<file path="src/sv/xxh_pkg.sv">
`default_nettype none

package xxh_pkg;

	// XXH32 primes
	localparam logic [31:0] XP1 = 32'd2654435761;
	localparam logic [31:0] XP2 = 32'd2246822519;
	localparam logic [31:0] XP3 = 32'd3266489917;
	localparam logic [31:0] XP4 = 32'd668265263;
	localparam logic [31:0] XP5 = 32'd374761393;

	// lane 0 start offset, wraps modulo 2^32
	localparam logic [31:0] LANE0_OFS = XP1 + XP2;

	// rotate and shift amounts
	localparam int unsigned ROT_LANE  = 13;
	localparam int unsigned ROT_TAIL4 = 17;
	localparam int unsigned ROT_TAIL1 = 11;
	localparam int unsigned ROT_M0    = 1;
	localparam int unsigned ROT_M1    = 7;
	localparam int unsigned ROT_M2    = 12;
	localparam int unsigned ROT_M3    = 18;
	localparam int unsigned SHR_AV1   = 15;
	localparam int unsigned SHR_AV2   = 13;
	localparam int unsigned SHR_AV3   = 16;

	// which kind of round the shared multiply/rotate path is running
	typedef enum logic [1:0] {
		RK_LANE,
		RK_TAIL4,
		RK_TAIL1
	} kind_t;

	// datapath operations, one per cycle
	typedef enum logic [3:0] {
		OP_NONE,
		OP_BYTE,
		OP_MUL1,
		OP_ROT,
		OP_MUL2,
		OP_MRG0,
		OP_MRG1,
		OP_MRG2,
		OP_XS15,
		OP_MULP2,
		OP_XS13,
		OP_MULP3,
		OP_FINAL
	} op_t;

	typedef struct packed {
		op_t   op;
		kind_t kind;
	} dp_cmd_t;

	typedef struct packed {
		logic fill_full;
		logic lane_last;
		logic tail4_ok;
		logic tail1_ok;
	} dp_stat_t;

	function automatic logic [31:0] rotl32(input logic [31:0] v, input int unsigned r);
		return (v << r) | (v >> (32 - r));
	endfunction

endpackage

`default_nettype wire

</file>
<file path="src/sv/xxh_ctrl.sv">
`default_nettype none

module xxh_ctrl (
	input  wire logic              clk,
	input  wire logic              arst_n,
	input  wire logic              s_tvalid,
	output logic                   s_tready,
	input  wire logic              has_byte,
	input  wire logic              last_item,
	output logic                   m_tvalid,
	input  wire logic              m_tready,
	output xxh_pkg::dp_cmd_t       cmd,
	input  wire xxh_pkg::dp_stat_t st
);
	import xxh_pkg::*;

	typedef enum logic [12:0] {
		ST_IDLE  = 13'b0000000000001,
		ST_RMUL  = 13'b0000000000010,
		ST_RROT  = 13'b0000000000100,
		ST_RFIN  = 13'b0000000001000,
		ST_MRG0  = 13'b0000000010000,
		ST_MRG1  = 13'b0000000100000,
		ST_MRG2  = 13'b0000001000000,
		ST_TCHK  = 13'b0000010000000,
		ST_XS15  = 13'b0000100000000,
		ST_MULP2 = 13'b0001000000000,
		ST_XS13  = 13'b0010000000000,
		ST_MULP3 = 13'b0100000000000,
		ST_FINAL = 13'b1000000000000
	} state_t;

	state_t state_q, state_d;
	kind_t  kind_q, kind_d;
	logic   last_q, last_d;
	logic   m_valid_q;
	logic   accept;
	logic   fire_final;

	assign s_tready = (state_q == ST_IDLE);
	assign accept   = s_tvalid && s_tready;
	assign m_tvalid = m_valid_q;

	// next state and datapath command
	always_comb begin
		state_d    = state_q;
		kind_d     = kind_q;
		last_d     = last_q;
		cmd.op     = OP_NONE;
		cmd.kind   = kind_q;
		fire_final = 1'b0;
		unique case (state_q)
			ST_IDLE: begin
				if (accept) begin
					if (has_byte) begin
						cmd.op = OP_BYTE;
						if (st.fill_full) begin
							state_d = ST_RMUL;
							kind_d  = RK_LANE;
							last_d  = last_item;
						end else if (last_item) begin
							state_d = ST_MRG0;
						end
					end else if (last_item) begin
						state_d = ST_MRG0;
					end
				end
			end
			ST_RMUL: begin
				cmd.op  = OP_MUL1;
				state_d = ST_RROT;
			end
			ST_RROT: begin
				cmd.op  = OP_ROT;
				state_d = ST_RFIN;
			end
			ST_RFIN: begin
				cmd.op = OP_MUL2;
				if (kind_q == RK_LANE) begin
					if (st.lane_last) begin
						state_d = last_q ? ST_MRG0 : ST_IDLE;
					end else begin
						state_d = ST_RMUL;
					end
				end else begin
					state_d = ST_TCHK;
				end
			end
			ST_MRG0: begin
				cmd.op  = OP_MRG0;
				state_d = ST_MRG1;
			end
			ST_MRG1: begin
				cmd.op  = OP_MRG1;
				state_d = ST_MRG2;
			end
			ST_MRG2: begin
				cmd.op  = OP_MRG2;
				state_d = ST_TCHK;
			end
			ST_TCHK: begin
				if (st.tail4_ok) begin
					kind_d  = RK_TAIL4;
					state_d = ST_RMUL;
				end else if (st.tail1_ok) begin
					kind_d  = RK_TAIL1;
					state_d = ST_RMUL;
				end else begin
					state_d = ST_XS15;
				end
			end
			ST_XS15: begin
				cmd.op  = OP_XS15;
				state_d = ST_MULP2;
			end
			ST_MULP2: begin
				cmd.op  = OP_MULP2;
				state_d = ST_XS13;
			end
			ST_XS13: begin
				cmd.op  = OP_XS13;
				state_d = ST_MULP3;
			end
			ST_MULP3: begin
				cmd.op  = OP_MULP3;
				state_d = ST_FINAL;
			end
			ST_FINAL: begin
				// hold until the output register is free
				if (!m_valid_q || m_tready) begin
					cmd.op     = OP_FINAL;
					fire_final = 1'b1;
					state_d    = ST_IDLE;
				end
			end
			default: begin
				state_d = ST_IDLE;
			end
		endcase
	end

	// state registers
	always_ff @(posedge clk or negedge arst_n) begin
		if (!arst_n) begin
			state_q   <= ST_IDLE;
			kind_q    <= RK_LANE;
			last_q    <= 1'b0;
			m_valid_q <= 1'b0;
		end else begin
			state_q <= state_d;
			kind_q  <= kind_d;
			last_q  <= last_d;
			if (fire_final) begin
				m_valid_q <= 1'b1;
			end else if (m_tready) begin
				m_valid_q <= 1'b0;
			end
		end
	end

	// a pending digest is never overwritten
	a_final_hold: assert property (@(posedge clk) disable iff (!arst_n)
		(state_q == ST_FINAL) && m_valid_q && !m_tready |=> (state_q == ST_FINAL))
		else $error("digest step left while output register full");

	// sixteenth byte of a stripe starts the lane rounds
	a_stripe_start: assert property (@(posedge clk) disable iff (!arst_n)
		accept && has_byte && st.fill_full |=> (state_q == ST_RMUL) && (kind_q == RK_LANE))
		else $error("full stripe did not start lane rounds");

	// end of message without a stripe goes straight to the merge
	a_last_merge: assert property (@(posedge clk) disable iff (!arst_n)
		accept && last_item && !(has_byte && st.fill_full) |=> (state_q == ST_MRG0))
		else $error("last beat did not start digest");

	// output valid only rises out of the final step
	a_valid_src: assert property (@(posedge clk) disable iff (!arst_n)
		$rose(m_valid_q) |-> ($past(state_q) == ST_FINAL))
		else $error("digest valid raised outside final step");

endmodule

`default_nettype wire

</file>
<file path="src/sv/xxh_dp.sv">
`default_nettype none

module xxh_dp (
	input  wire logic             clk,
	input  wire logic             arst_n,
	input  wire logic             cfg_wr_en,
	input  wire logic [31:0]      cfg_wr_data,
	input  wire logic [7:0]       data_byte,
	input  wire xxh_pkg::dp_cmd_t cmd,
	output xxh_pkg::dp_stat_t     st,
	output logic [31:0]           digest
);
	import xxh_pkg::*;

	// control state
	logic [31:0] seed_q;
	logic [31:0] acc_q [4];
	logic [3:0]  fill_q;
	logic [31:0] len_q;
	logic        seen_q;
	logic [4:0]  pos_q;

	// payload
	logic [31:0] word_q [4];
	logic [31:0] prod_q;
	logic [31:0] t_q;
	logic [31:0] h_q;
	logic [31:0] digest_q;

	logic [31:0] word_rd;
	logic [7:0]  byte_rd;
	logic [31:0] mul_a;
	logic [31:0] mul_b;
	logic [31:0] mul_lo;
	logic [31:0] rot_base;
	logic [31:0] rot_sum;
	logic [31:0] rot_res;

	// one read port into the stripe words
	assign word_rd = word_q[pos_q[3:2]];
	assign byte_rd = word_rd[{pos_q[1:0], 3'b000} +: 8];

	// status to the controller
	assign st.fill_full = (fill_q == 4'd15);
	assign st.lane_last = (pos_q[3:2] == 2'd3);
	assign st.tail4_ok  = ((6'(pos_q) + 6'd4) <= 6'(fill_q));
	assign st.tail1_ok  = (pos_q < 5'(fill_q));

	assign digest = digest_q;

	// shared multiplier operand select
	always_comb begin
		mul_a = h_q;
		mul_b = XP1;
		case (cmd.op)
			OP_MUL1: begin
				case (cmd.kind)
					RK_LANE: begin
						mul_a = word_rd;
						mul_b = XP2;
					end
					RK_TAIL4: begin
						mul_a = word_rd;
						mul_b = XP3;
					end
					default: begin
						mul_a = {24'd0, byte_rd};
						mul_b = XP5;
					end
				endcase
			end
			OP_MUL2: begin
				mul_a = t_q;
				mul_b = (cmd.kind == RK_TAIL4) ? XP4 : XP1;
			end
			OP_MULP2: begin
				mul_b = XP2;
			end
			OP_MULP3: begin
				mul_b = XP3;
			end
			default: begin
				mul_a = h_q;
				mul_b = XP1;
			end
		endcase
	end

	assign mul_lo = mul_a * mul_b;

	// add and rotate step of a round
	assign rot_base = (cmd.kind == RK_LANE) ? acc_q[pos_q[3:2]] : h_q;
	assign rot_sum  = rot_base + prod_q;

	always_comb begin
		case (cmd.kind)
			RK_LANE:  rot_res = rotl32(rot_sum, ROT_LANE);
			RK_TAIL4: rot_res = rotl32(rot_sum, ROT_TAIL4);
			default:  rot_res = rotl32(rot_sum, ROT_TAIL1);
		endcase
	end

	// seed, lanes and counters
	always_ff @(posedge clk or negedge arst_n) begin
		if (!arst_n) begin
			seed_q   <= 32'd0;
			acc_q[0] <= LANE0_OFS;
			acc_q[1] <= XP2;
			acc_q[2] <= 32'd0;
			acc_q[3] <= 32'd0 - XP1;
			fill_q   <= 4'd0;
			len_q    <= 32'd0;
			seen_q   <= 1'b0;
			pos_q    <= 5'd0;
		end else if (cfg_wr_en) begin
			seed_q   <= cfg_wr_data;
			acc_q[0] <= cfg_wr_data + LANE0_OFS;
			acc_q[1] <= cfg_wr_data + XP2;
			acc_q[2] <= cfg_wr_data;
			acc_q[3] <= cfg_wr_data - XP1;
			fill_q   <= 4'd0;
			len_q    <= 32'd0;
			seen_q   <= 1'b0;
			pos_q    <= 5'd0;
		end else begin
			case (cmd.op)
				OP_BYTE: begin
					fill_q <= fill_q + 4'd1;
					len_q  <= len_q + 32'd1;
					pos_q  <= 5'd0;
					if (fill_q == 4'd15) begin
						seen_q <= 1'b1;
					end
				end
				OP_MUL2: begin
					if (cmd.kind == RK_LANE) begin
						acc_q[pos_q[3:2]] <= mul_lo;
					end
					pos_q <= pos_q + ((cmd.kind == RK_TAIL1) ? 5'd1 : 5'd4);
				end
				OP_MRG0: begin
					pos_q <= 5'd0;
				end
				OP_FINAL: begin
					// back to the seeded start
					acc_q[0] <= seed_q + LANE0_OFS;
					acc_q[1] <= seed_q + XP2;
					acc_q[2] <= seed_q;
					acc_q[3] <= seed_q - XP1;
					fill_q   <= 4'd0;
					len_q    <= 32'd0;
					seen_q   <= 1'b0;
					pos_q    <= 5'd0;
				end
				default: begin
				end
			endcase
		end
	end

	// stripe bytes and hash working registers
	always_ff @(posedge clk) begin
		case (cmd.op)
			OP_BYTE: begin
				word_q[fill_q[3:2]][{fill_q[1:0], 3'b000} +: 8] <= data_byte;
			end
			OP_MUL1: begin
				prod_q <= mul_lo;
			end
			OP_ROT: begin
				t_q <= rot_res;
			end
			OP_MUL2: begin
				if (cmd.kind != RK_LANE) begin
					h_q <= mul_lo;
				end
			end
			OP_MRG0: begin
				h_q <= seen_q ? (rotl32(acc_q[0], ROT_M0) + rotl32(acc_q[1], ROT_M1))
				              : (seed_q + XP5);
			end
			OP_MRG1: begin
				if (seen_q) begin
					h_q <= h_q + rotl32(acc_q[2], ROT_M2) + rotl32(acc_q[3], ROT_M3);
				end
			end
			OP_MRG2: begin
				h_q <= h_q + len_q;
			end
			OP_XS15: begin
				h_q <= h_q ^ (h_q >> SHR_AV1);
			end
			OP_MULP2: begin
				h_q <= mul_lo;
			end
			OP_XS13: begin
				h_q <= h_q ^ (h_q >> SHR_AV2);
			end
			OP_MULP3: begin
				h_q <= mul_lo;
			end
			OP_FINAL: begin
				digest_q <= h_q ^ (h_q >> SHR_AV3);
			end
			default: begin
			end
		endcase
	end

endmodule

`default_nettype wire

</file>
<file path="src/sv/xxh32_stream_hash.sv">
// channel   dir  handshake          payload
// cfg       in   cfg_wr_en          cfg_wr_data = hash_seed
// s (in)    in   s_tvalid/s_tready  s_tdata = data_byte, s_tuser = has_byte, s_tlast = last_item
// m (out)   out  m_tvalid/m_tready  m_tdata = digest
//
// The beat that completes a 16-byte stripe then runs four lanes, three steps
// each through the one shared multiplier; no beat is taken meanwhile.
// A last beat runs the merge, then a check and a round per tail step (up to 3
// word and 3 byte steps), a closing check and the avalanche steps before the digest is loaded.
// Reset gives the start state for seed 0; no clearing pass.
// The digest waits in an output register while the next message streams in;
// a second digest holds in its final step until that register is taken.
`default_nettype none

module xxh32_stream_hash (
	input  wire logic        clk,
	input  wire logic        arst_n,
	input  wire logic        cfg_wr_en,
	input  wire logic [31:0] cfg_wr_data,  // hash_seed
	input  wire logic        s_tvalid,
	output logic             s_tready,
	input  wire logic [7:0]  s_tdata,      // [7:0] data_byte
	input  wire logic        s_tuser,      // [0] has_byte
	input  wire logic        s_tlast,      // last_item
	output logic             m_tvalid,
	input  wire logic        m_tready,
	output logic [31:0]      m_tdata       // [31:0] digest
);
	import xxh_pkg::*;

	dp_cmd_t  cmd;
	dp_stat_t st;

	xxh_ctrl u_ctrl (
		.clk       (clk),
		.arst_n    (arst_n),
		.s_tvalid  (s_tvalid),
		.s_tready  (s_tready),
		.has_byte  (s_tuser),
		.last_item (s_tlast),
		.m_tvalid  (m_tvalid),
		.m_tready  (m_tready),
		.cmd       (cmd),
		.st        (st)
	);

	xxh_dp u_dp (
		.clk         (clk),
		.arst_n      (arst_n),
		.cfg_wr_en   (cfg_wr_en),
		.cfg_wr_data (cfg_wr_data),
		.data_byte   (s_tdata),
		.cmd         (cmd),
		.st          (st),
		.digest      (m_tdata)
	);

endmodule

`default_nettype wire

</file>
<file path="config.mk">
export PLATFORM = sky130hd
export DESIGN_NAME = xxh32_stream_hash
export DESIGN_NICKNAME = d
export VERILOG_FILES = /design/src/sv/xxh_pkg.sv /design/src/sv/xxh_ctrl.sv /design/src/sv/xxh_dp.sv /design/src/sv/xxh32_stream_hash.sv
export SDC_FILE = /design/constraint.sdc
export NUM_CORES = 2
export LEC_CHECK = 0
export BUFFER_PORTS_ARGS = -buffer_cell sky130_fd_sc_hd__buf_2
export CAP_MARGIN = 25
export CORE_ASPECT_RATIO = 1.2
export CORE_MARGIN = 3
export CORE_UTILIZATION = 30
export DETAILED_ROUTE_END_ITERATION = 16
export MAX_ROUTING_LAYER = met4
export RECOVER_POWER = 50
export SYNTH_ARGS = -nofsm -noshare
export SYNTH_HDL_FRONTEND = slang
export SYNTH_SLANG_ARGS = --single-unit
</file>
<file path="constraint.sdc">
create_clock -name clk -period 14.2 [get_ports clk]
set_input_delay 1.42 -clock clk [delete_from_list [all_inputs] [get_ports clk]]
set_output_delay 1.42 -clock clk [all_outputs]
set_load 0.1 [all_outputs]
</file>
==> results by stage <==
Clocking:
- The number of gates resized after cts is 0.
- The hold buffer count at cts is 0.
- The CTS clock-pin slew for the worst setup and hold paths is 70 ps.
- The source-to-sink clock delay at the later pin of the worst-skew pair is 650 ps.
- The total number of clock tree sinks is 475.
- The H-tree was split into 2 levels.
- The tree is rooted in a clkbuf_16.
- The CTS tree is yes.
- The maximum clock path buffer count is 3.
- The number of buffers created by CTS is 49.
- The post-CTS setup buffer count is 0.

Run status:
- The run finished, with violations left.
- The final reports fail on capacitance limit, slew limit.

Setup path:
- The worst setup slack for register-to-register paths is 2030 ps.
- The worst setup path category is flip-flop to flip-flop.
- In this design, the stage delay of the slowest critical-path cell is 770 ps.
- Data on the critical path arrives at its endpoint at 12,660 ps.
- The worst setup path is launched from a flip-flop.
- The startpoint of the worst register-to-register path is u_ctrl.state_q[4].
- The type of destination of the critical path is a flip-flop.
- The slowest cell on the critical path is o21ai_0.
- The required time of the critical path is 14,700 ps.
- The worst register-to-register path ends at u_dp.acc_q[93].
- The largest fanout on the critical path is 11.
- The number of cells on the worst reg-to-reg path is 35.

Synthesis:
- Counting every net in the synthesized netlist gives 6,020.
- The flip-flop cell with the highest count after synthesis is edfxtp_1.
- The synthesized flop and latch total is 475.
- The number of distinct library cells after synthesis is 96.
- During synthesis, Yosys emitted a total of 0 warnings.
- The proportion of netlist area held by the largest area contributor is 17.75%.
- After synthesis the cells add up to 49,060 um2.
- The sequential-to-total area share from yosys stat is 26.95%.
- Ranked by total cell area, the synthesized netlist is headed by fa_1 18%, edfxtp_1 16%, dfrtp_1 9.0%.
- The largest total area in the synthesized netlist belongs to fa_1.
- In the synthesized netlist the async set-or-reset flop fraction comes to 46.11%.
- The post-synthesis instance total is 5,255.
- The per-instance average area after synthesis is 9.336 um2.
- The number of flops mapped to enable cells by yosys is 256.

Place:
- Detailed placement finished with a half-perimeter wire length of 162,300 um.
- The count of input and output buffers is 80.
- At the end of routability-driven placement, the weighted congestion stood at 1.025.
- The placement-stage worst setup slack is 2302 ps.
- The placed standard-cell area is 52,070 um2.

Timing:
- For the final database, setup skew stands at 29.92 ps.
- The worst hold margin is 485.4 ps.
- The final count of pins violating max slew is 505.
- The highest clock frequency the design can meet is 82.19 MHz.
- The slew at the pin with the worst max-slew slack is 4073 ps.
- Setup repair after global routing left no endpoint under its margin.
- The clock period minus final worst setup slack is 12,170 ps.
- After routing, the total negative slack on setup checks comes to 0 ps.
- Across all setup checks in the final design, the least slack found is 2034 ps.
- Setup violations remaining at the end of the flow were counted as 0.
- The headroom to the max-slew limit is -171.5%.
- The number of hold-slack violations in the final timing report was 0.
- The post-route clock period utilization is 85.68%.

GRT:
- The first global-routing pass estimated 297,700 um of wire.
- The aggregate global routing overflow is 0.
- The pin count of the biggest net entering global routing is 84.
- The total global-route track usage is 24.66%.
- The number of antenna violations at the first check in global routing is 13.
- The number of global-route vias before repair came to 42,280.

Cells and area:
- In the layout the commonest cells are 584 x inv_1, 540 x nor2_1, 476 x nand2_1, 435 x fa_1, 307 x a21oi_1.
- The filler cell count is 16,670.
- In the final design database the tool counted 5,985 nets.
- The final design area excluding fillers is 53,620 um2.
- The library cell used most frequently in the layout, excluding fill and tap cells, is inv_1.
- The area overhead of the layout relative to synthesis is 9.280%.
- The post-route netlist has 8.782% of its cells at a drive strength greater than 1.

Floorplan:
- The width of the die is 375.2 um.
- The overall die area is 168,500 um2.
- The I/O pin total is 81.
- In this run the standard cell core region covers 161,600 um2.
- The vertical die dimension is 449.0 um.
- The floorplan has 161 rows.
- For this configuration, the core starts out at a cell density of 30.37%.

Routing:
- The first detailed-routing pass ran for 8 iterations.
- In the routed layout, each cell is associated on average with a via count of 5.697.
- In the final routed layout, each cell accounts on average for 27.82 um.
- The number of nets with antenna violations after detailed routing is 0.
- Summed over all layers, the routed wires come to 205,700 um.
- The first routing iteration left 4,711 violations.
- The remaining routing DRC violations is 0.
- The detailed router placed 42,140 vias in this run.

Min path:
- The path with the worst hold slack has its endpoint at u_dp.acc_q[88].
- The number of instances on the worst hold path is 2.
- The type of the worst min-delay path is flip-flop to flip-flop.
- The startpoint identified for the worst hold timing path is u_dp.acc_q[88].

Flow run:
- The tool flagged a number of max-cap violations equal to 9.
-- sequential cells by signal (all words and copies together) (netlist names) --
name             flops
u_dp.acc_q         128
u_dp.word_q        128
u_dp.digest         32
u_dp.h_q            32
u_dp.len_q          32
u_dp.prod_q         32
u_dp.seed_q         32
u_dp.t_q            32
u_ctrl.state_q      13
u_dp.pos_q           5
u_dp.fill_q          4
u_ctrl.kind_q        2
u_ctrl.last_q        1
u_ctrl.m_tvalid      1
u_dp.seen_q          1
-- stage by stage --
stage	util [%]	instances
after floorplan	-	5255
after global placement	32.19	7280
after detailed placement	32.23	7286
after CTS	33.24	7378
after global routing	33.17	7388
final	33.19	7396
-- routing by layer --
| metal | vias up | track usage, % | part of all wire (%) |
|---|---|---|---|
| met5 | - | - | 0 |
| met4 | 0 | 17.95 | 9.4 |
| met3 | 687 | 3.596 | 7.8 |
| met2 | 2292 | 38.89 | 46 |
| met1 | 21140 | 28.72 | 37 |
| li1 | 18020 | - | - |
-- logic make-up after synthesis --
group                    share of synthesized area [%]
adder cells (fa/ha/maj)                          24.97
AO/OA/AOI/OAI                                    16.10
AND/OR/NAND/NOR                                  12.99
XOR/XNOR                                         7.350
buffers and inverters                            6.824
flip-flops                                       26.95
multiplexers                                     4.817
-- Yosys cell counts, drive strengths merged (36+ instances only) --
cell type / instances
a211oi: 49
nand2: 477
buf: 52
edfxtp: 256
xor2: 149
inv: 590
nand3: 79
dfstp: 43
and3: 36
a31oi: 36
nor3: 52
clkbuf: 229
a21oi: 314
xnor2: 254
mux4: 64
o21bai: 47
a21o: 102
ha: 283
nor2: 545
and2: 60
fa: 435
dfrtp: 176
mux2: 57
a221oi: 82
o21ai: 251
-- worst max-delay path, delay by kind of cell, from the launching register on --
kind                       cells  cell delay, ps
AOI/OAI and AO/OA              9            2820
DFF                            1             410
buffers and inverters          8            1310
adders and majority gates      9            3840
and+or+nand+nor                9            3620
-- worst max-delay path by stage --
stage          cells after the start         endpoint              start  slack, ps
6_report                          35   u_dp.acc_q[93]  u_ctrl.state_q[4]       2030
5_1_grt                            4   u_dp.acc_q[45]             arst_n       1280
3_3_place_gp                      35     u_dp.h_q[25]  u_ctrl.state_q[4]       2080
2_1_floorplan                     34   u_dp.acc_q[63]  u_ctrl.state_q[4]       4330
3_5_place_dp                      35  u_dp.acc_q[123]  u_ctrl.state_q[4]       2300
4_1_cts                           35  u_dp.acc_q[123]  u_ctrl.state_q[4]       2250
-- cell type report --
cell class                 instances  area [um2]  area share (%)
multi-input combinational       3899       32650           60.90
sequential                       475       13230           24.67
tap                             2119        2651           4.945
inverter                         600        2257           4.210
clock buffer                      57        1286           2.399
timing repair buffer             195        1157           2.159
clock inverter                    35       346.6          0.6464
antenna                           16       40.04         0.07468
Power is left out: the tool's default activity adds up to more than one toggle a clock period on the data nets, which glitch-free logic cannot reach.
